[config.mk]
export PLATFORM = sky130hd
export DESIGN_NAME = cluster_topology_murmur2_hash
export DESIGN_NICKNAME = d
export VERILOG_FILES = /design/src/rtl/ctmh_pkg.sv /design/src/rtl/ctmh_ctrl.sv /design/src/rtl/ctmh_dpath.sv /design/src/rtl/cluster_topology_murmur2_hash.sv
export SDC_FILE = /design/constraint.sdc
export NUM_CORES = 1
export LEC_CHECK = 0
export ABC_AREA = 1
export BUFFER_PORTS_ARGS = -buffer_cell sky130_fd_sc_hd__buf_4
export CAP_MARGIN = 30
export CORE_MARGIN = 2
export CORE_UTILIZATION = 56
export DETAILED_ROUTE_END_ITERATION = 6
export GPL_ROUTABILITY_DRIVEN = 0
export HOLD_SLACK_MARGIN = 0.05
export MAX_ROUTING_LAYER = met4
export PLACE_DENSITY = 0.73
export SLEW_MARGIN = 40
export SYNTH_ARGS = -nofsm -noshare
export SYNTH_HDL_FRONTEND = slang
export SYNTH_SLANG_ARGS = --single-unit
[constraint.sdc]
create_clock -name clk -period 13.73 [get_ports clk]
set_clock_uncertainty 0.05 [all_clocks]
set_input_delay 0.6865 -clock clk [delete_from_list [all_inputs] [get_ports clk]]
set_output_delay 0.6865 -clock clk [all_outputs]
set_load 0.01 [all_outputs]
[src/rtl/ctmh_pkg.sv]
`default_nettype none

package ctmh_pkg;

    // Largest pattern, in sequence bytes, that the block will hash.
    localparam int MAX_PATTERN_BYTES = 64;

    // Width of the byte position and used-count registers.
    localparam int POS_W = 7;

    // Saturation value of the byte position, and the used-count mark for an oversized pattern.
    localparam logic [POS_W-1:0] POS_SAT = 7'd127;

    // Hash constants.
    localparam logic [31:0] MUR_M    = 32'h5bd1e995;
    localparam logic [31:0] MUR_SEED = 32'hdeadbeef;

    // Result status codes.
    localparam logic [1:0] ST_OK        = 2'd0;
    localparam logic [1:0] ST_NO_PIXELS = 2'd1;
    localparam logic [1:0] ST_OVER_CAP  = 2'd2;

    // Datapath operations.
    typedef enum logic [3:0] {
        OP_NOP,
        OP_INIT,
        OP_TAKE,
        OP_MIX1,
        OP_MIX2,
        OP_MIX3,
        OP_FIN1,
        OP_FIN2,
        OP_EMIT
    } dp_op_t;

    // Source of the byte fed to the hash.
    typedef enum logic [1:0] {
        SEL_ROW,
        SEL_COL,
        SEL_PAT,
        SEL_ZERO
    } byte_sel_t;

    // Controller states.
    typedef enum logic [3:0] {
        S_IDLE,
        S_INIT,
        S_ROW,
        S_COL,
        S_PAT,
        S_MIX1,
        S_MIX2,
        S_MIX3,
        S_PAD,
        S_FIN1,
        S_FIN2,
        S_EMIT
    } ctrl_state_t;

    // Commands from controller to datapath.
    typedef struct packed {
        logic      capture;
        dp_op_t    op;
        byte_sel_t sel;
    } dp_cmd_t;

    // Status from datapath to controller.
    typedef struct packed {
        logic in_topo;
        logic ok;
        logic last;
        logic pos_lt_used;
        logic word_full;
        logic tail_nz;
        logic out_free;
    } dp_stat_t;

endpackage

`default_nettype wire

[src/rtl/ctmh_ctrl.sv]
`default_nettype none

module ctmh_ctrl (
    input  wire logic               clk,
    input  wire logic               rst_n,
    input  wire logic               s_tvalid,
    output logic                    s_tready,
    input  wire ctmh_pkg::dp_stat_t stat,
    output ctmh_pkg::dp_cmd_t       cmd
);
    import ctmh_pkg::*;

    ctrl_state_t state_reg;
    ctrl_state_t state_next;
    ctrl_state_t ret_reg;
    ctrl_state_t ret_next;
    ctrl_state_t succ;

    // State and return-point registers.
    always_ff @(posedge clk or negedge rst_n)
    begin
        if (!rst_n)
        begin
            state_reg <= S_IDLE;
            ret_reg   <= S_IDLE;
        end
        else
        begin
            state_reg <= state_next;
            ret_reg   <= ret_next;
        end
    end

    // Next state and commands.
    always_comb
    begin
        state_next  = state_reg;
        ret_next    = ret_reg;
        succ        = S_IDLE;
        s_tready    = 1'b0;
        cmd.capture = 1'b0;
        cmd.op      = OP_NOP;
        cmd.sel     = SEL_ZERO;
        case (state_reg)
            S_IDLE:
            begin
                s_tready = 1'b1;
                if (s_tvalid)
                begin
                    cmd.capture = 1'b1;
                    state_next  = stat.in_topo ? S_PAT : S_INIT;
                end
            end
            S_INIT:
            begin
                cmd.op     = OP_INIT;
                state_next = S_ROW;
            end
            S_ROW, S_COL, S_PAT:
            begin
                if (state_reg == S_ROW)
                begin
                    succ    = S_COL;
                    cmd.sel = SEL_ROW;
                end
                else if (state_reg == S_COL)
                begin
                    succ    = S_PAT;
                    cmd.sel = SEL_COL;
                end
                else
                begin
                    succ    = stat.last ? S_PAD : S_IDLE;
                    cmd.sel = SEL_PAT;
                end
                if (!stat.ok)
                begin
                    // Empty or oversized pattern: bytes are dropped until the last one.
                    state_next = stat.last ? S_EMIT : S_IDLE;
                end
                else
                begin
                    cmd.op = OP_TAKE;
                    if (stat.word_full)
                    begin
                        state_next = S_MIX1;
                        ret_next   = succ;
                    end
                    else
                    begin
                        state_next = succ;
                    end
                end
            end
            S_MIX1:
            begin
                cmd.op     = OP_MIX1;
                state_next = S_MIX2;
            end
            S_MIX2:
            begin
                cmd.op     = OP_MIX2;
                state_next = S_MIX3;
            end
            S_MIX3:
            begin
                cmd.op     = OP_MIX3;
                state_next = ret_reg;
            end
            S_PAD:
            begin
                // Missing bytes up to the used count hash as zeros.
                if (stat.pos_lt_used)
                begin
                    cmd.op  = OP_TAKE;
                    cmd.sel = SEL_ZERO;
                    if (stat.word_full)
                    begin
                        state_next = S_MIX1;
                        ret_next   = S_PAD;
                    end
                end
                else
                begin
                    state_next = stat.tail_nz ? S_FIN1 : S_FIN2;
                end
            end
            S_FIN1:
            begin
                cmd.op     = OP_FIN1;
                state_next = S_FIN2;
            end
            S_FIN2:
            begin
                cmd.op     = OP_FIN2;
                state_next = S_EMIT;
            end
            S_EMIT:
            begin
                if (stat.out_free)
                begin
                    cmd.op     = OP_EMIT;
                    state_next = S_IDLE;
                end
            end
            default:
            begin
                state_next = S_IDLE;
            end
        endcase
    end

endmodule

`default_nettype wire

[src/rtl/ctmh_dpath.sv]
`default_nettype none

module ctmh_dpath (
    input  wire logic               clk,
    input  wire logic               rst_n,
    input  wire logic [7:0]         row_span,
    input  wire logic [7:0]         col_span,
    input  wire logic [7:0]         pattern_byte,
    input  wire logic               last_byte,
    input  wire ctmh_pkg::dp_cmd_t  cmd,
    output ctmh_pkg::dp_stat_t      stat,
    output logic                    out_valid,
    input  wire logic               out_ready,
    output logic [63:0]             topology_key,
    output logic [1:0]              status
);
    import ctmh_pkg::*;

    // Captured item.
    logic [7:0]       row_reg;
    logic [7:0]       col_reg;
    logic [7:0]       pat_reg;
    logic             last_reg;

    // Hash state.
    logic             in_topo_reg;
    logic [31:0]      hash_reg;
    logic [31:0]      k_reg;
    logic [23:0]      word_reg;
    logic [POS_W-1:0] pos_reg;
    logic [POS_W-1:0] used_reg;
    logic [31:0]      lead_reg;

    // Output register.
    logic             out_valid_reg;
    logic [63:0]      key_reg;
    logic [1:0]       status_reg;

    logic [15:0]      span_prod;
    logic [15:0]      span_sum;
    logic [12:0]      used_full;
    logic [POS_W-1:0] used_init;
    logic [7:0]       take_b;
    logic [1:0]       lane;
    logic             pos_lt_used;
    logic [POS_W-1:0] lead_idx;
    logic             lead_hit;
    logic [31:0]      mul_a;
    logic [31:0]      mul_p;
    logic [31:0]      hash_fin;
    logic             ok;
    logic             out_free;

    // Used byte count from the spans, saturated to the oversize mark.
    assign span_prod = {8'b0, row_reg} * {8'b0, col_reg};
    assign span_sum  = span_prod + 16'd7;
    assign used_full = span_sum[15:3];
    assign used_init = (used_full > 13'(MAX_PATTERN_BYTES)) ? POS_SAT : used_full[POS_W-1:0];

    // Byte feed decode.
    always_comb
    begin
        case (cmd.sel)
            SEL_ROW:  take_b = row_reg;
            SEL_COL:  take_b = col_reg;
            SEL_PAT:  take_b = pat_reg;
            default:  take_b = 8'd0;
        endcase
    end

    assign lane        = pos_reg[1:0];
    assign pos_lt_used = pos_reg < used_reg;
    assign lead_idx    = pos_reg - 7'd2;
    assign lead_hit    = (pos_reg >= 7'd2) && (lead_idx < 7'd4) && (lead_idx < used_reg);
    assign ok          = (used_reg != '0) && (used_reg <= POS_W'(MAX_PATTERN_BYTES));
    assign out_free    = !out_valid_reg || out_ready;

    // Shared multiplier by the hash constant; operand picked by operation.
    always_comb
    begin
        case (cmd.op)
            OP_MIX1: mul_a = k_reg;
            OP_MIX2: mul_a = k_reg ^ (k_reg >> 24);
            OP_MIX3: mul_a = hash_reg;
            OP_FIN1: mul_a = hash_reg ^ {8'b0, word_reg};
            OP_FIN2: mul_a = hash_reg ^ (hash_reg >> 13);
            default: mul_a = k_reg;
        endcase
    end
    assign mul_p    = mul_a * MUR_M;
    assign hash_fin = hash_reg ^ (hash_reg >> 15);

    // Item capture.
    always_ff @(posedge clk)
    begin
        if (cmd.capture)
        begin
            row_reg  <= row_span;
            col_reg  <= col_span;
            pat_reg  <= pattern_byte;
            last_reg <= last_byte;
        end
    end

    // Hash state and output register.
    always_ff @(posedge clk or negedge rst_n)
    begin
        if (!rst_n)
        begin
            in_topo_reg   <= 1'b0;
            hash_reg      <= '0;
            k_reg         <= '0;
            word_reg      <= '0;
            pos_reg       <= '0;
            used_reg      <= '0;
            lead_reg      <= '0;
            out_valid_reg <= 1'b0;
            key_reg       <= '0;
            status_reg    <= ST_OK;
        end
        else
        begin
            // A taken result beat frees the register unless a new key lands the same cycle.
            if (out_valid_reg && out_ready && (cmd.op != OP_EMIT))
            begin
                out_valid_reg <= 1'b0;
            end
            case (cmd.op)
                OP_INIT:
                begin
                    in_topo_reg <= 1'b1;
                    used_reg    <= used_init;
                    hash_reg    <= {25'b0, used_init} ^ MUR_SEED;
                    word_reg    <= '0;
                    pos_reg     <= '0;
                    lead_reg    <= '0;
                end
                OP_TAKE:
                begin
                    if (pos_lt_used)
                    begin
                        if (lane == 2'd3)
                        begin
                            k_reg    <= {take_b, word_reg};
                            word_reg <= '0;
                        end
                        else
                        begin
                            word_reg <= word_reg | (24'(take_b) << {lane, 3'b0});
                        end
                    end
                    if (lead_hit)
                    begin
                        lead_reg <= lead_reg | (32'(take_b) << {~lead_idx[1:0], 3'b0});
                    end
                    if (pos_reg != POS_SAT)
                    begin
                        pos_reg <= pos_reg + 7'd1;
                    end
                end
                OP_MIX1, OP_MIX2:
                begin
                    k_reg <= mul_p;
                end
                OP_MIX3:
                begin
                    hash_reg <= mul_p ^ k_reg;
                end
                OP_FIN1, OP_FIN2:
                begin
                    hash_reg <= mul_p;
                end
                OP_EMIT:
                begin
                    out_valid_reg <= 1'b1;
                    in_topo_reg   <= 1'b0;
                    if (ok)
                    begin
                        key_reg    <= {hash_fin, lead_reg};
                        status_reg <= ST_OK;
                    end
                    else
                    begin
                        key_reg    <= '0;
                        status_reg <= (used_reg == '0) ? ST_NO_PIXELS : ST_OVER_CAP;
                    end
                end
                default:
                begin
                end
            endcase
        end
    end

    // Status toward the controller.
    always_comb
    begin
        stat.in_topo     = in_topo_reg;
        stat.ok          = ok;
        stat.last        = last_reg;
        stat.pos_lt_used = pos_lt_used;
        stat.word_full   = pos_lt_used && (lane == 2'd3);
        stat.tail_nz     = used_reg[1:0] != 2'd0;
        stat.out_free    = out_free;
    end

    assign out_valid    = out_valid_reg;
    assign topology_key = key_reg;
    assign status       = status_reg;

endmodule

`default_nettype wire

[src/rtl/cluster_topology_murmur2_hash.sv]
`default_nettype none

// Cluster topology key generator. Each input beat carries one pattern byte; the
// row and column spans are sampled on the first beat of a topology, and the
// beat with tlast set closes it and produces one result beat. The key holds the
// 32-bit MurmurHash2 (seed 0xdeadbeef) of the row, column and pattern bytes,
// cut at ceil(rows*cols/8) bytes, in its upper half and up to four leading
// pattern bytes, big-endian, in its lower half. A topology with no pixels or
// with more than 64 used bytes gives a zero key and a nonzero status. One shared
// 32-bit multiplier does the hashing, and a new beat is taken only once the last
// one is through; every fourth hashed byte adds the word-mix steps MIX1, MIX2 and
// MIX3. The first beat adds the span setup and the two span bytes, and the last
// beat adds a zero byte per missing byte up to the used count, the same word mix
// on those bytes, and the finalization steps (FIN1 if a tail is left, then FIN2).
// A finished key waits in an output register while the next topology is taken in.
module cluster_topology_murmur2_hash (
    input  wire logic        clk,
    input  wire logic        rst_n,
    input  wire logic        s_tvalid,
    output logic             s_tready,
    input  wire logic [23:0] s_tdata,   // row_span, col_span, pattern_byte
    input  wire logic        s_tlast,   // last_byte
    output logic             m_tvalid,
    input  wire logic        m_tready,
    output logic [63:0]      m_tdata,   // topology_key
    output logic [1:0]       m_tuser    // status
);
    import ctmh_pkg::*;

    dp_cmd_t  cmd;
    dp_stat_t stat;

    ctmh_ctrl u_ctrl (
        .clk      (clk),
        .rst_n    (rst_n),
        .s_tvalid (s_tvalid),
        .s_tready (s_tready),
        .stat     (stat),
        .cmd      (cmd)
    );

    ctmh_dpath u_dpath (
        .clk          (clk),
        .rst_n        (rst_n),
        .row_span     (s_tdata[7:0]),
        .col_span     (s_tdata[15:8]),
        .pattern_byte (s_tdata[23:16]),
        .last_byte    (s_tlast),
        .cmd          (cmd),
        .stat         (stat),
        .out_valid    (m_tvalid),
        .out_ready    (m_tready),
        .topology_key (m_tdata),
        .status       (m_tuser)
    );

endmodule

`default_nettype wire

## Word-level counts from Yosys, hierarchy flattened

Cells that the tools add are included.

| cells by class | value |
|---|---|
| shift-type cells | 2 |
| mux-type cells | 48 |
| $add $sub $neg | 3 |
| bitwise gates (word level) | 9 |
| order comparisons | 6 |
| equality and inequality tests | 35 |
| $mul | 2 |
| reduce and logical (&&, ||, !) cells | 28 |

Operators by type and width:

| cell | count |
|---|---|
| $pmux W32 S2 | 2 |
| $pmux W32 S4 | 1 |
| $mux W32 | 3 |
| $pmux W32 S3 | 1 |
| $mux W4 | 16 |
| $mux W64 | 1 |
| $mux W24 | 2 |
| $pmux W24 S2 | 1 |
| $pmux W4 S10 | 1 |
| $pmux W4 S9 | 1 |
| $eq A4 B3 Y1 const B | 8 |
| $mul A32 B31 Y32 const B | 1 |
| $or A32 B32 Y32 | 1 |
| $shl A8 B5 Y32 | 1 |
| $xor A32 B17 Y32 | 1 |
| $xor A32 B19 Y32 | 1 |
| $xor A32 B24 Y32 | 1 |
| $xor A32 B32 Y32 | 1 |
| $xor A32 B8 Y32 | 1 |
| $not A6 Y24 | 1 |
| $or A24 B24 Y24 | 1 |
| $pmux W8 S3 | 1 |
| $shl A8 B5 Y24 | 1 |
| $eq A4 B4 Y1 const B | 5 |
| 41 further kinds | 79 |

| storage, ports and cells | value |
|---|---|
| bits of input ports | 29 |
| word-level logic and storage cells | 149 |
| output and inout bits | 68 |
| register bits | 235 |

## Logic depth before layout (Yosys ltp)

Gate-level depths: netlist (run 1).

| logic depth | value |
|---|---|
| depth in word-level cells | 11 |
| gate-level depth with buffers | 44 |
| depth with buffers taken out | 43 |

## By module

A second synthesis (run 1) with hierarchy kept.

| unflattened totals | value |
|---|---|
| cells, all modules | 2945 |
| area, all modules | 23832.9 sq um |

By module, submodules not included:

| module | cells an instance | sequential area each (sq um) | area each (sq um) | times used |
|---|---|---|---|---|
| ctmh_dpath | 2831 | 5805.6 | 23192.2 | 1 |
| ctmh_ctrl | 114 | 175.2 | 640.6 | 1 |

## Least setup slack after synthesis (run 1)

OpenSTA, ideal clock, no wires.

| path | value |
|---|---|
| path type | flip-flop to flip-flop |
| start | register u_ctrl.state_reg[3] |
| end | register u_dpath.hash_reg[28] |
| period minus slack after synthesis | 7.727 ns |
| path slack | 6.003 ns |
| cell stages (with the launch flop) | 36 |
| data arrival time | 7.564 ns |
| library setup time | 0.113 ns |
| buffers on the path | 2 |
| required time | 13.567 ns |
| cells stage by stage | dfrtp_1 -> nor2_1 -> nand2_2 -> nand2_2 -> clkbuf_1 -> clkbuf_1 -> o221ai_1 -> ha_1 -> ha_1 -> fa_1 -> inv_1 -> fa_1 -> inv_1 -> fa_1 -> inv_1 -> fa_1 -> inv_1 -> fa_1 -> inv_1 -> fa_1 -> inv_1 -> ha_1 -> nand2_1 -> nor3_1 -> nor3b_1 -> nand2_1 -> nand3_1 -> a21boi_0 -> o21bai_1 -> nand2_1 -> nand3_1 -> nand2_1 -> nand2_1 -> nand3_1 -> nand2_1 -> inv_1 |

| between the ends | value |
|---|---|
| word-level cells in the longest chain between the ends | 8 |
| elaborated cells between the ends (all ways) | 24 |
| classes of those cells | mul: 1; eq/ne: 16; mux: 3; bitwise: 1; reduce/logical: 3 |

Ends and longest elaborated chain:

| what | RTL line | text |
|---|---|---|
| start, declared | ctmh_ctrl.sv:13 | `ctrl_state_t state_reg;` |
| start signal, assigned | ctmh_ctrl.sv:29 | `state_reg <= state_next;` |
| $eq A4 B3 Y1 or $eq A4 B2 Y1 (tied branches) | ctmh_ctrl.sv:44 | `case (state_reg)` |
| $reduce_or A3 Y1 | ctmh_ctrl.sv:44 |  |
| $pmux W4 S9 (*) | ctmh_ctrl.sv:44 |  |
| $eq A4 B3 Y1, on equally long branches | ctmh_dpath.sv:81, ctmh_dpath.sv:128 |  |
| $pmux W32 S4 | ctmh_dpath.sv:81 | `case (cmd.op)` |
| $mul A32 B31 Y32 | ctmh_dpath.sv:90 | `assign mul_p = mul_a * MUR_M;` |
| $xor A32 B32 Y32 | ctmh_dpath.sv:167 | `hash_reg <= mul_p ^ k_reg;` |
| $pmux W32 S3 | ctmh_dpath.sv:128 | `case (cmd.op)` |
| end signal, assigned | ctmh_dpath.sv:133 | `hash_reg <= {25'b0, used_init} ^ MUR_SEED;` |
| end signal, assigned | ctmh_dpath.sv:167 |  |
| end signal, assigned | ctmh_dpath.sv:171 | `hash_reg <= mul_p;` |
| end, declared | ctmh_dpath.sv:27 | `logic [31:0] hash_reg;` |

Every way passes the cells marked *; elsewhere a longest branch is shown, timed or not.
A chain may end at the register's enable or synchronous reset.

## Final worst setup path (run 1)

| path | value |
|---|---|
| start | register u_ctrl.state_reg[3] |
| end | register u_dpath.k_reg[29] |

| between the ends | value |
|---|---|
| word-level cells in the longest chain between the ends | 9 |
| elaborated cells between the ends (all ways) | 36 |
| classes of those cells | mul: 1; eq/ne: 21; mux: 9; reduce/logical: 5 |

Ends and longest elaborated chain:

| what | RTL line | text |
|---|---|---|
| branches (longest 9 deep; another with $mul A32 B31 Y32) | n/a |  |
| end signal, assigned | ctmh_dpath.sv:144 | `k_reg <= {take_b, word_reg};` |
| end signal, assigned | ctmh_dpath.sv:163 | `k_reg <= mul_p;` |
| end, declared | ctmh_dpath.sv:28 | `logic [31:0] k_reg;` |

Parallel ways; which one is timed is not known. The select of a mux whose other input is x is not followed.

==> results.md, run 1 <==
STA:
- For this run, the top clock speed supported by timing is 112 MHz.
- Setup repair after global routing left no endpoint under its margin.
- The aggregate negative setup slack is 0 ps.
- For the pin with the worst max-slew slack, the measured transition is 887 ps.
- The max-slew violation count is 0.
- Setup violations remaining at the end of the flow were counted as 0.
- The final setup slack of the worst path is around 4800 ps.
- The routed design could run at a clock period as short as 8950 ps.
- Measured against its own limit, the worst slew margin works out to 0.404.
- The ratio of final minimum period to clock period is 0.652.
- The number of hold violations in the final report is 0.

Clock network:
- The number of buffers inserted for hold repair after clock tree synthesis is 0.
- In this run the number of H-tree levels came out at 1.
- The CTS tree is yes.
- Clock-pin slew was measured on the worst setup and hold paths at 70 ps.
- The clock tree buffer depth is 3.
- Clock tree synthesis found a total of 234 sinks.
- The number of buffers created by CTS is 25.
- The post-CTS setup buffer count is 0.
- After clock tree synthesis, the repair step resized 0 gates.
- The clock reaches the later pin of the worst-skew pair after 540 ps.
- The clock root buffer is sky130_fd_sc_hd__clkbuf_16.

Finish:
- The library cells used most frequently in the layout, excluding fill and tap cells, are sky130_fd_sc_hd__inv_1, sky130_fd_sc_hd__nand2_1, sky130_fd_sc_hd__ha_1.
- Summing all flip-flop and latch instances after layout gives roughly 0.0060 mm².
- After filler insertion, the fill cell instance count of the layout stands at 3546.
- Leaving out fill and tap cells, the most frequent cell in the layout is sky130_fd_sc_hd__inv_1.
- The area growth from synthesis to layout is 8.77%.
- The final-stage net count is roughly 3400.
- The number of flip-flops in the largest register is 64.
- In the final layout, the share of cells above drive strength 1 is 0.0733.
- The multi-input combinational cells in the finished layout cover a total of 0.0146 mm².

Synthesis:
- In the synthesized netlist the async set-or-reset flop fraction comes to 0.893.
- In this run, distinct cell masters in the synthesized netlist total 61.
- The number of warnings issued by yosys is 0.
- After synthesis, the mean cell area works out to 8.18 µm².
- The cell count after synthesis is around 2900.
- Counting flops with a built-in enable in the synthesized netlist gives 25.
- The total of flip-flops plus latches after synthesis is roughly 230.
- Among all flip-flop cells after synthesis, the most frequent one is sky130_fd_sc_hd__dfrtp_1.
- The cell area that synthesis handed to floorplanning was about 0.024 mm².
- When the netlist entered floorplanning its net count stood at between 3000 and 4000.
- For this run, the register share of the synthesized area comes to 0.254.

Setup path:
- On the critical path, the stage with the largest delay is an instance of sky130_fd_sc_hd__fa_1.
- The required time of the critical path is 14070 ps.
- In this run the critical register-to-register path is launched from u_ctrl.state_reg[3]$_DFFE_PN0P_.
- The maximum fanout count along the critical path is 43.
- Broken down by cell family, the worst path's largest delay share belongs to adder cells.
- The endpoint arrival time on the critical path is 9290 ps.
- STA classifies the critical path endpoint as a register.
- The setup check on the worst reg-to-reg path leaves a slack of 4780 ps.
- Counting cells, the worst reg-to-reg path comes to 28.
- The most critical setup path has its startpoint at u_ctrl.state_reg[3]$_DFFE_PN0P_.
- For this run, the slowest stage of the critical path takes 560 ps.
- Counting stages on the worst path, the most repeated cell is sky130_fd_sc_hd__fa_1.
- The startpoint class of the critical path is a register.
- The combined buffer and inverter count along the critical path is 6.
- The worst reg2reg path endpoint is u_dpath.k_reg[29]$_DFFE_PN0P_.
- The critical path class is reg2reg.

GRT:
- The number of antenna violations at the first check in global routing is 2.
- The number of global-route vias before repair is between 20000 and 25000.
- The total routing usage reported by global routing is 0.323.
- For this run, global-route usage on met1 was measured as 0.405.
- The first global-routing pass estimated 108000 µm of wire.
- The layer flagged by global routing as most heavily used is met2.
- The remaining global-route overflow is 0.
- For this run, global-route usage on met2 was measured as 0.528.
- In the global route stage, met3 resource usage came out at 0.0467.
- The largest net degree at the start of global routing is 79.

Route:
- The vias per cell is roughly 5.7.
- Once detail routing completed, the nets flagged for antenna violations numbered 0.
- After detailed routing, the number of remaining DRC violations is 0.
- The total number of vias is 19775.
- For this block, the initial DRC count from the detailed router was 1831.
- Summed over all layers, the routed wires come to 67000 µm.
- Dividing the detail-routed wire length by the instance count gives 19.2 µm.
- For this run, the detailed router's first-pass iteration total came to 6.

Floorplan:
- The width of the die is 209 µm.
- In this run the core area contains 75 standard-cell rows.
- Measured along the y axis, the die boundary spans 209 µm.
- For this configuration, the core starts out at a cell density of 0.565.
- The I/O pin count is 97.
- The floorplan step defined a core boundary enclosing 0.0418 mm².
- The area of the die is 0.0438 mm².

Placed design:
- Timing analysis after detailed placement gives a worst setup slack of 4940 ps.
- The detailed placer's ending HPWL is 51500 µm.
- The count of buffers from port buffering is 96.

Flow run:
- The number of maximum-capacitance violations is 0.

Outcome:
- The flow ran to the end, and the final reports show no timing, DRC or antenna violations.

Hold path:
- The worst min-delay path class is in2async.
-- per-layer routing --
metal / part of all wire / wire length (µm)
met1: 0.39 / 26100
met2: 0.47 / 31700
met3: 0.090 / 6030
met4: 0.048 / 3190
met5: 0 / 0
-- how the worst max path moves through the flow --
stage,endpoint,slack (ps),cells past startpoint
6_report,u_dpath.k_reg[29]$_DFFE_PN0P_,4780,28
5_1_grt,u_dpath.k_reg[29]$_DFFE_PN0P_,4470,28
2_1_floorplan,u_dpath.hash_reg[28]$_DFFE_PN0P_,6000,35
3_5_place_dp,u_dpath.k_reg[29]$_DFFE_PN0P_,4940,28
4_1_cts,u_dpath.k_reg[29]$_DFFE_PN0P_,4920,28
3_3_place_gp,u_dpath.k_reg[29]$_DFFE_PN0P_,4720,28
-- Yosys cell counts, types with 13 or more instances --
library cell	count	area (µm²)
sky130_fd_sc_hd__a21oi_1	137	686
sky130_fd_sc_hd__clkbuf_1	76	285
sky130_fd_sc_hd__dfrtp_1	209	5230
sky130_fd_sc_hd__edfxtp_1	25	751
sky130_fd_sc_hd__fa_1	213	4260
sky130_fd_sc_hd__ha_1	266	3330
sky130_fd_sc_hd__inv_1	672	2520
sky130_fd_sc_hd__nand2_1	521	1960
sky130_fd_sc_hd__nand3_1	100	500
sky130_fd_sc_hd__nand4_1	21	131
sky130_fd_sc_hd__nor2_1	174	653
sky130_fd_sc_hd__nor3_1	15	75.1
sky130_fd_sc_hd__o211ai_1	21	158
sky130_fd_sc_hd__o21ai_0	92	460
sky130_fd_sc_hd__o21ai_1	18	90.1
sky130_fd_sc_hd__o22ai_1	18	113
sky130_fd_sc_hd__o31ai_1	38	285
sky130_fd_sc_hd__o41ai_1	13	114
sky130_fd_sc_hd__xnor2_1	32	280
sky130_fd_sc_hd__xor2_1	59	517
-- layout make-up --
cell class | instances | share of cell area
antenna | 2 | 0.000195
clock buffer | 32 | 0.0270
clock inverter | 11 | 0.00605
inverter | 685 | 0.100
multi-input combinational | 1861 | 0.571
sequential | 234 | 0.233
tap | 539 | 0.0263
timing repair buffer | 123 | 0.0365
-- through the flow --
step / cells / area, µm² / utilization / hold slack [ps]
finish: 3487 / 25700 / 0.614 / 81.7
global route: 3487 / 25700 / 0.614 / 106
CTS: 3485 / 25600 / 0.614 / 100
detailed placement: 3442 / 24800 / 0.594 / 415
global placement: 3442 / 24800 / 0.593 / 419
floorplan: 2883 / 23600 / - / 341
-- cell families after synthesis --
family                     share of synthesized area
DFF                                            0.254
muxes                                       0.000477
AOI/OAI and AO/OA                              0.109
buffers and inverters                          0.128
xor gates and xnor gates                      0.0338
adders and majority gates                      0.322
and+or+nand+nor                                0.154
Power of run 1 is left out: the tool's default activity adds up to more than one toggle a clock period on the data nets, which glitch-free logic cannot reach.
==> inputs of run 2 (changes only) <==
- PLACE_DENSITY: 0.73 -> 0.76
- clock period: 13.73 -> 8.16 ns (I/O delays scaled with it)
==> results.md, run 2 (synthesis results as in run 1) <==
STA:
- Setup repair after global routing could not meet its margin everywhere.
- The slew at the pin closest to its max-slew limit was 870 ps (-17.6 ps).
- The achievable frequency came to 127 MHz (+13%).
- The relative slew slack is 0.420 (+0.0157).
- The max-slew violation count is 0 (unchanged).
- The number of setup violations in the final report came to 0 (unchanged).
- The number of hold violations in the final report is 0 (unchanged).
- The ratio of final minimum period to clock period was 0.967 (+0.315).
- The final setup slack of the worst path is 270 ps (-4510 ps).
- The clock period minus worst slack is 7890 ps (-1060 ps).

Setup path:
- The depth of the worst register-to-register path is 35 (+25%).
- The required time of the critical path is 8550 ps (-5520 ps).
- The worst setup path is captured at a register.
- The setup slack of the most critical reg-to-reg path came to 270 ps (-4510 ps).
- In this design, the critical path's most frequently occurring cell is sky130_fd_sc_hd__inv_1.
- The endpoint identified for the worst register-to-register timing path is u_dpath.k_reg[29]$_DFFE_PN0P_.
- The cell with the largest stage delay on the worst path is sky130_fd_sc_hd__fa_1.
- The reg-to-reg critical path startpoint is u_ctrl.state_reg[0]$_DFFE_PN0P_.
- The maximum fanout count along the critical path is 8 (-81%).
- The worst setup path is launched from a register.
- The kind of cell with the highest combined delay on the critical path is adder cells.
- The combined buffer and inverter count along the critical path came to 9 (+3).
- The setup path with the least slack is of type reg2reg.
- The maximum cell stage delay along the critical path is 510 ps (-50 ps).
- The endpoint arrival time on the critical path is 8280 ps (-1010 ps).

Placed design:
- The placement-stage worst setup slack is -88.0 ps (-5030 ps).
- The placed cell area was 0.0251 mm² (+1.2%).
- The detailed placer's ending HPWL is 53800 µm (+4.5%).
- The count of buffers from port buffering is 96 (unchanged).

Finish:
- The final design area excluding fillers is 0.0263 mm² (+2.6%).
- The final-stage net count is 3508 (+2.0%).
- The library cells used most frequently in the layout, excluding fill and tap cells, are sky130_fd_sc_hd__inv_1, sky130_fd_sc_hd__nand2_1, sky130_fd_sc_hd__ha_1.
- The layout cell share with drive strength beyond 1 is 0.0915 (+0.0182).
- The area growth from synthesis to layout is 11.6%.
- Leaving out fill and tap cells, the most frequent cell in the layout is sky130_fd_sc_hd__inv_1.
- The number of flip-flops in the largest register is 64 (unchanged).

GRT:
- The remaining global-route overflow is 0 (unchanged).
- The number of antenna violations at the first check in global routing is 2 (unchanged).
- The largest net degree at the start of global routing was 138 (+75%).
- The total routing usage reported by global routing came to 0.337 (+0.0137).
- The first-pass GRT wire length is 112000 µm (+4.3%).
- The number of global-route vias before repair is 21200 (+5.2%).

Clock network:
- The CTS clock-pin slew for the worst setup and hold paths is 70 ps (about the same).
- TritonCTS built the clock tree.
- The number of H-tree levels is 1 (unchanged).
- The number of buffers created by CTS was 25 (unchanged).
- The clock tree buffer depth came to 3 (unchanged).
- The sink count of the clock tree is 234 (unchanged).
- The clock root buffer is sky130_fd_sc_hd__clkbuf_16.
- The clock latency reported for the late side of the worst-skew pair is 560 ps (+20 ps).

Floorplan:
- The width of the die was 209 µm (unchanged).
- The area of the die came to 0.0438 mm² (unchanged).
- The I/O pin count is 97 (unchanged).
- The area of the core is 0.0418 mm² (unchanged).
- The floorplan row count came to 75 (unchanged).
- The floorplan die height was 209 µm (unchanged).
- The effective utilization at floorplan is 0.565 (unchanged).

Route:
- The number of search-and-repair iterations in the first detailed-routing pass is 7 (+1).
- The vias per cell is 5.72 (+0.84%).
- The total number of vias is 20348 (+2.9%).
- The initial detailed-routing violation count was 1929 (+5.4%).
- The average wire per cell in the routed design was 19.5 µm (+1.7%).
- The remaining design rule violation count is 8 (+8).
- The final antenna-violating net count is 0 (unchanged).
- The overall routed net length is 69500 µm (+3.8%).

Hold path:
- The launch instance of the worst min-delay path is s_tvalid.
- The number of cells traversed by the worst hold path is 3.
- For hold timing, the worst endpoint is u_ctrl.state_reg[0]$_DFFE_PN0P_.
- The worst min-delay path class is in2reg.

Flow run:
- The number of maximum-capacitance violations came to 0 (unchanged).

Outcome:
- The flow ran to the end, but the final reports show violations.
- The final reports fail on DRC.
run 2: area by class of cell:
class	instances	area, µm²
antenna	2	5.00
inverter	685	2580
timing repair buffer	193	1590
tap	539	674
sequential	234	5980
clock buffer	33	686
multi-input combinational	1861	14700
fill	3412	15400
clock inverter	11	106
run 2: how the worst max path moves through the flow:
stage                                       end  depth (start not counted)  slack [ps]                       startpoint
2_1_floorplan  u_dpath.hash_reg[28]$_DFFE_PN0P_                         35         430  u_ctrl.state_reg[3]$_DFFE_PN0P_
3_3_place_gp   u_dpath.hash_reg[30]$_DFFE_PN0P_                         30           9  u_ctrl.state_reg[3]$_DFFE_PN0P_
3_5_place_dp   u_dpath.hash_reg[30]$_DFFE_PN0P_                         30         -90  u_ctrl.state_reg[3]$_DFFE_PN0P_
4_1_cts           u_dpath.k_reg[29]$_DFFE_PN0P_                         29          20  u_ctrl.state_reg[3]$_DFFE_PN0P_
5_1_grt        u_dpath.hash_reg[30]$_DFFE_PN0P_                         32         -60  u_ctrl.state_reg[2]$_DFFE_PN0P_
6_report          u_dpath.k_reg[29]$_DFFE_PN0P_                         35         270  u_ctrl.state_reg[0]$_DFFE_PN0P_
run 2: metrics by stage:
step                TNS, ps  utilization  hold WS, ps  instances
finish                    0        0.631          254       3558
global route           -167        0.631          265       3558
CTS                       0        0.626          238       3548
detailed placement     -165        0.601          421       3477
global placement          0        0.600          418       3477
floorplan                 0            -         62.4       2883
run 2: repair_timing:
item	CTS	global route
endpoints found under the setup margin	2	20
resized for setup	1	26
buffers inserted	0	8
pin swaps	0	4
hold endpoints to repair	162	0
hold buffers	27	0
run 2: metal layers:
layer	vias to the layer above	part of all wire	global-route usage
li1	9277	-	-
met1	9856	0.39	0.420
met2	968	0.47	0.542
met3	247	0.085	0.0503
met4	0	0.057	0.160
met5	-	0	-
run 2: tightest hold or removal path: cells and delay by family:
kind,cells,cell delay (ps)
compound gates,2,290
buf+inv,1,100
Power of run 2 is left out for the same reason.
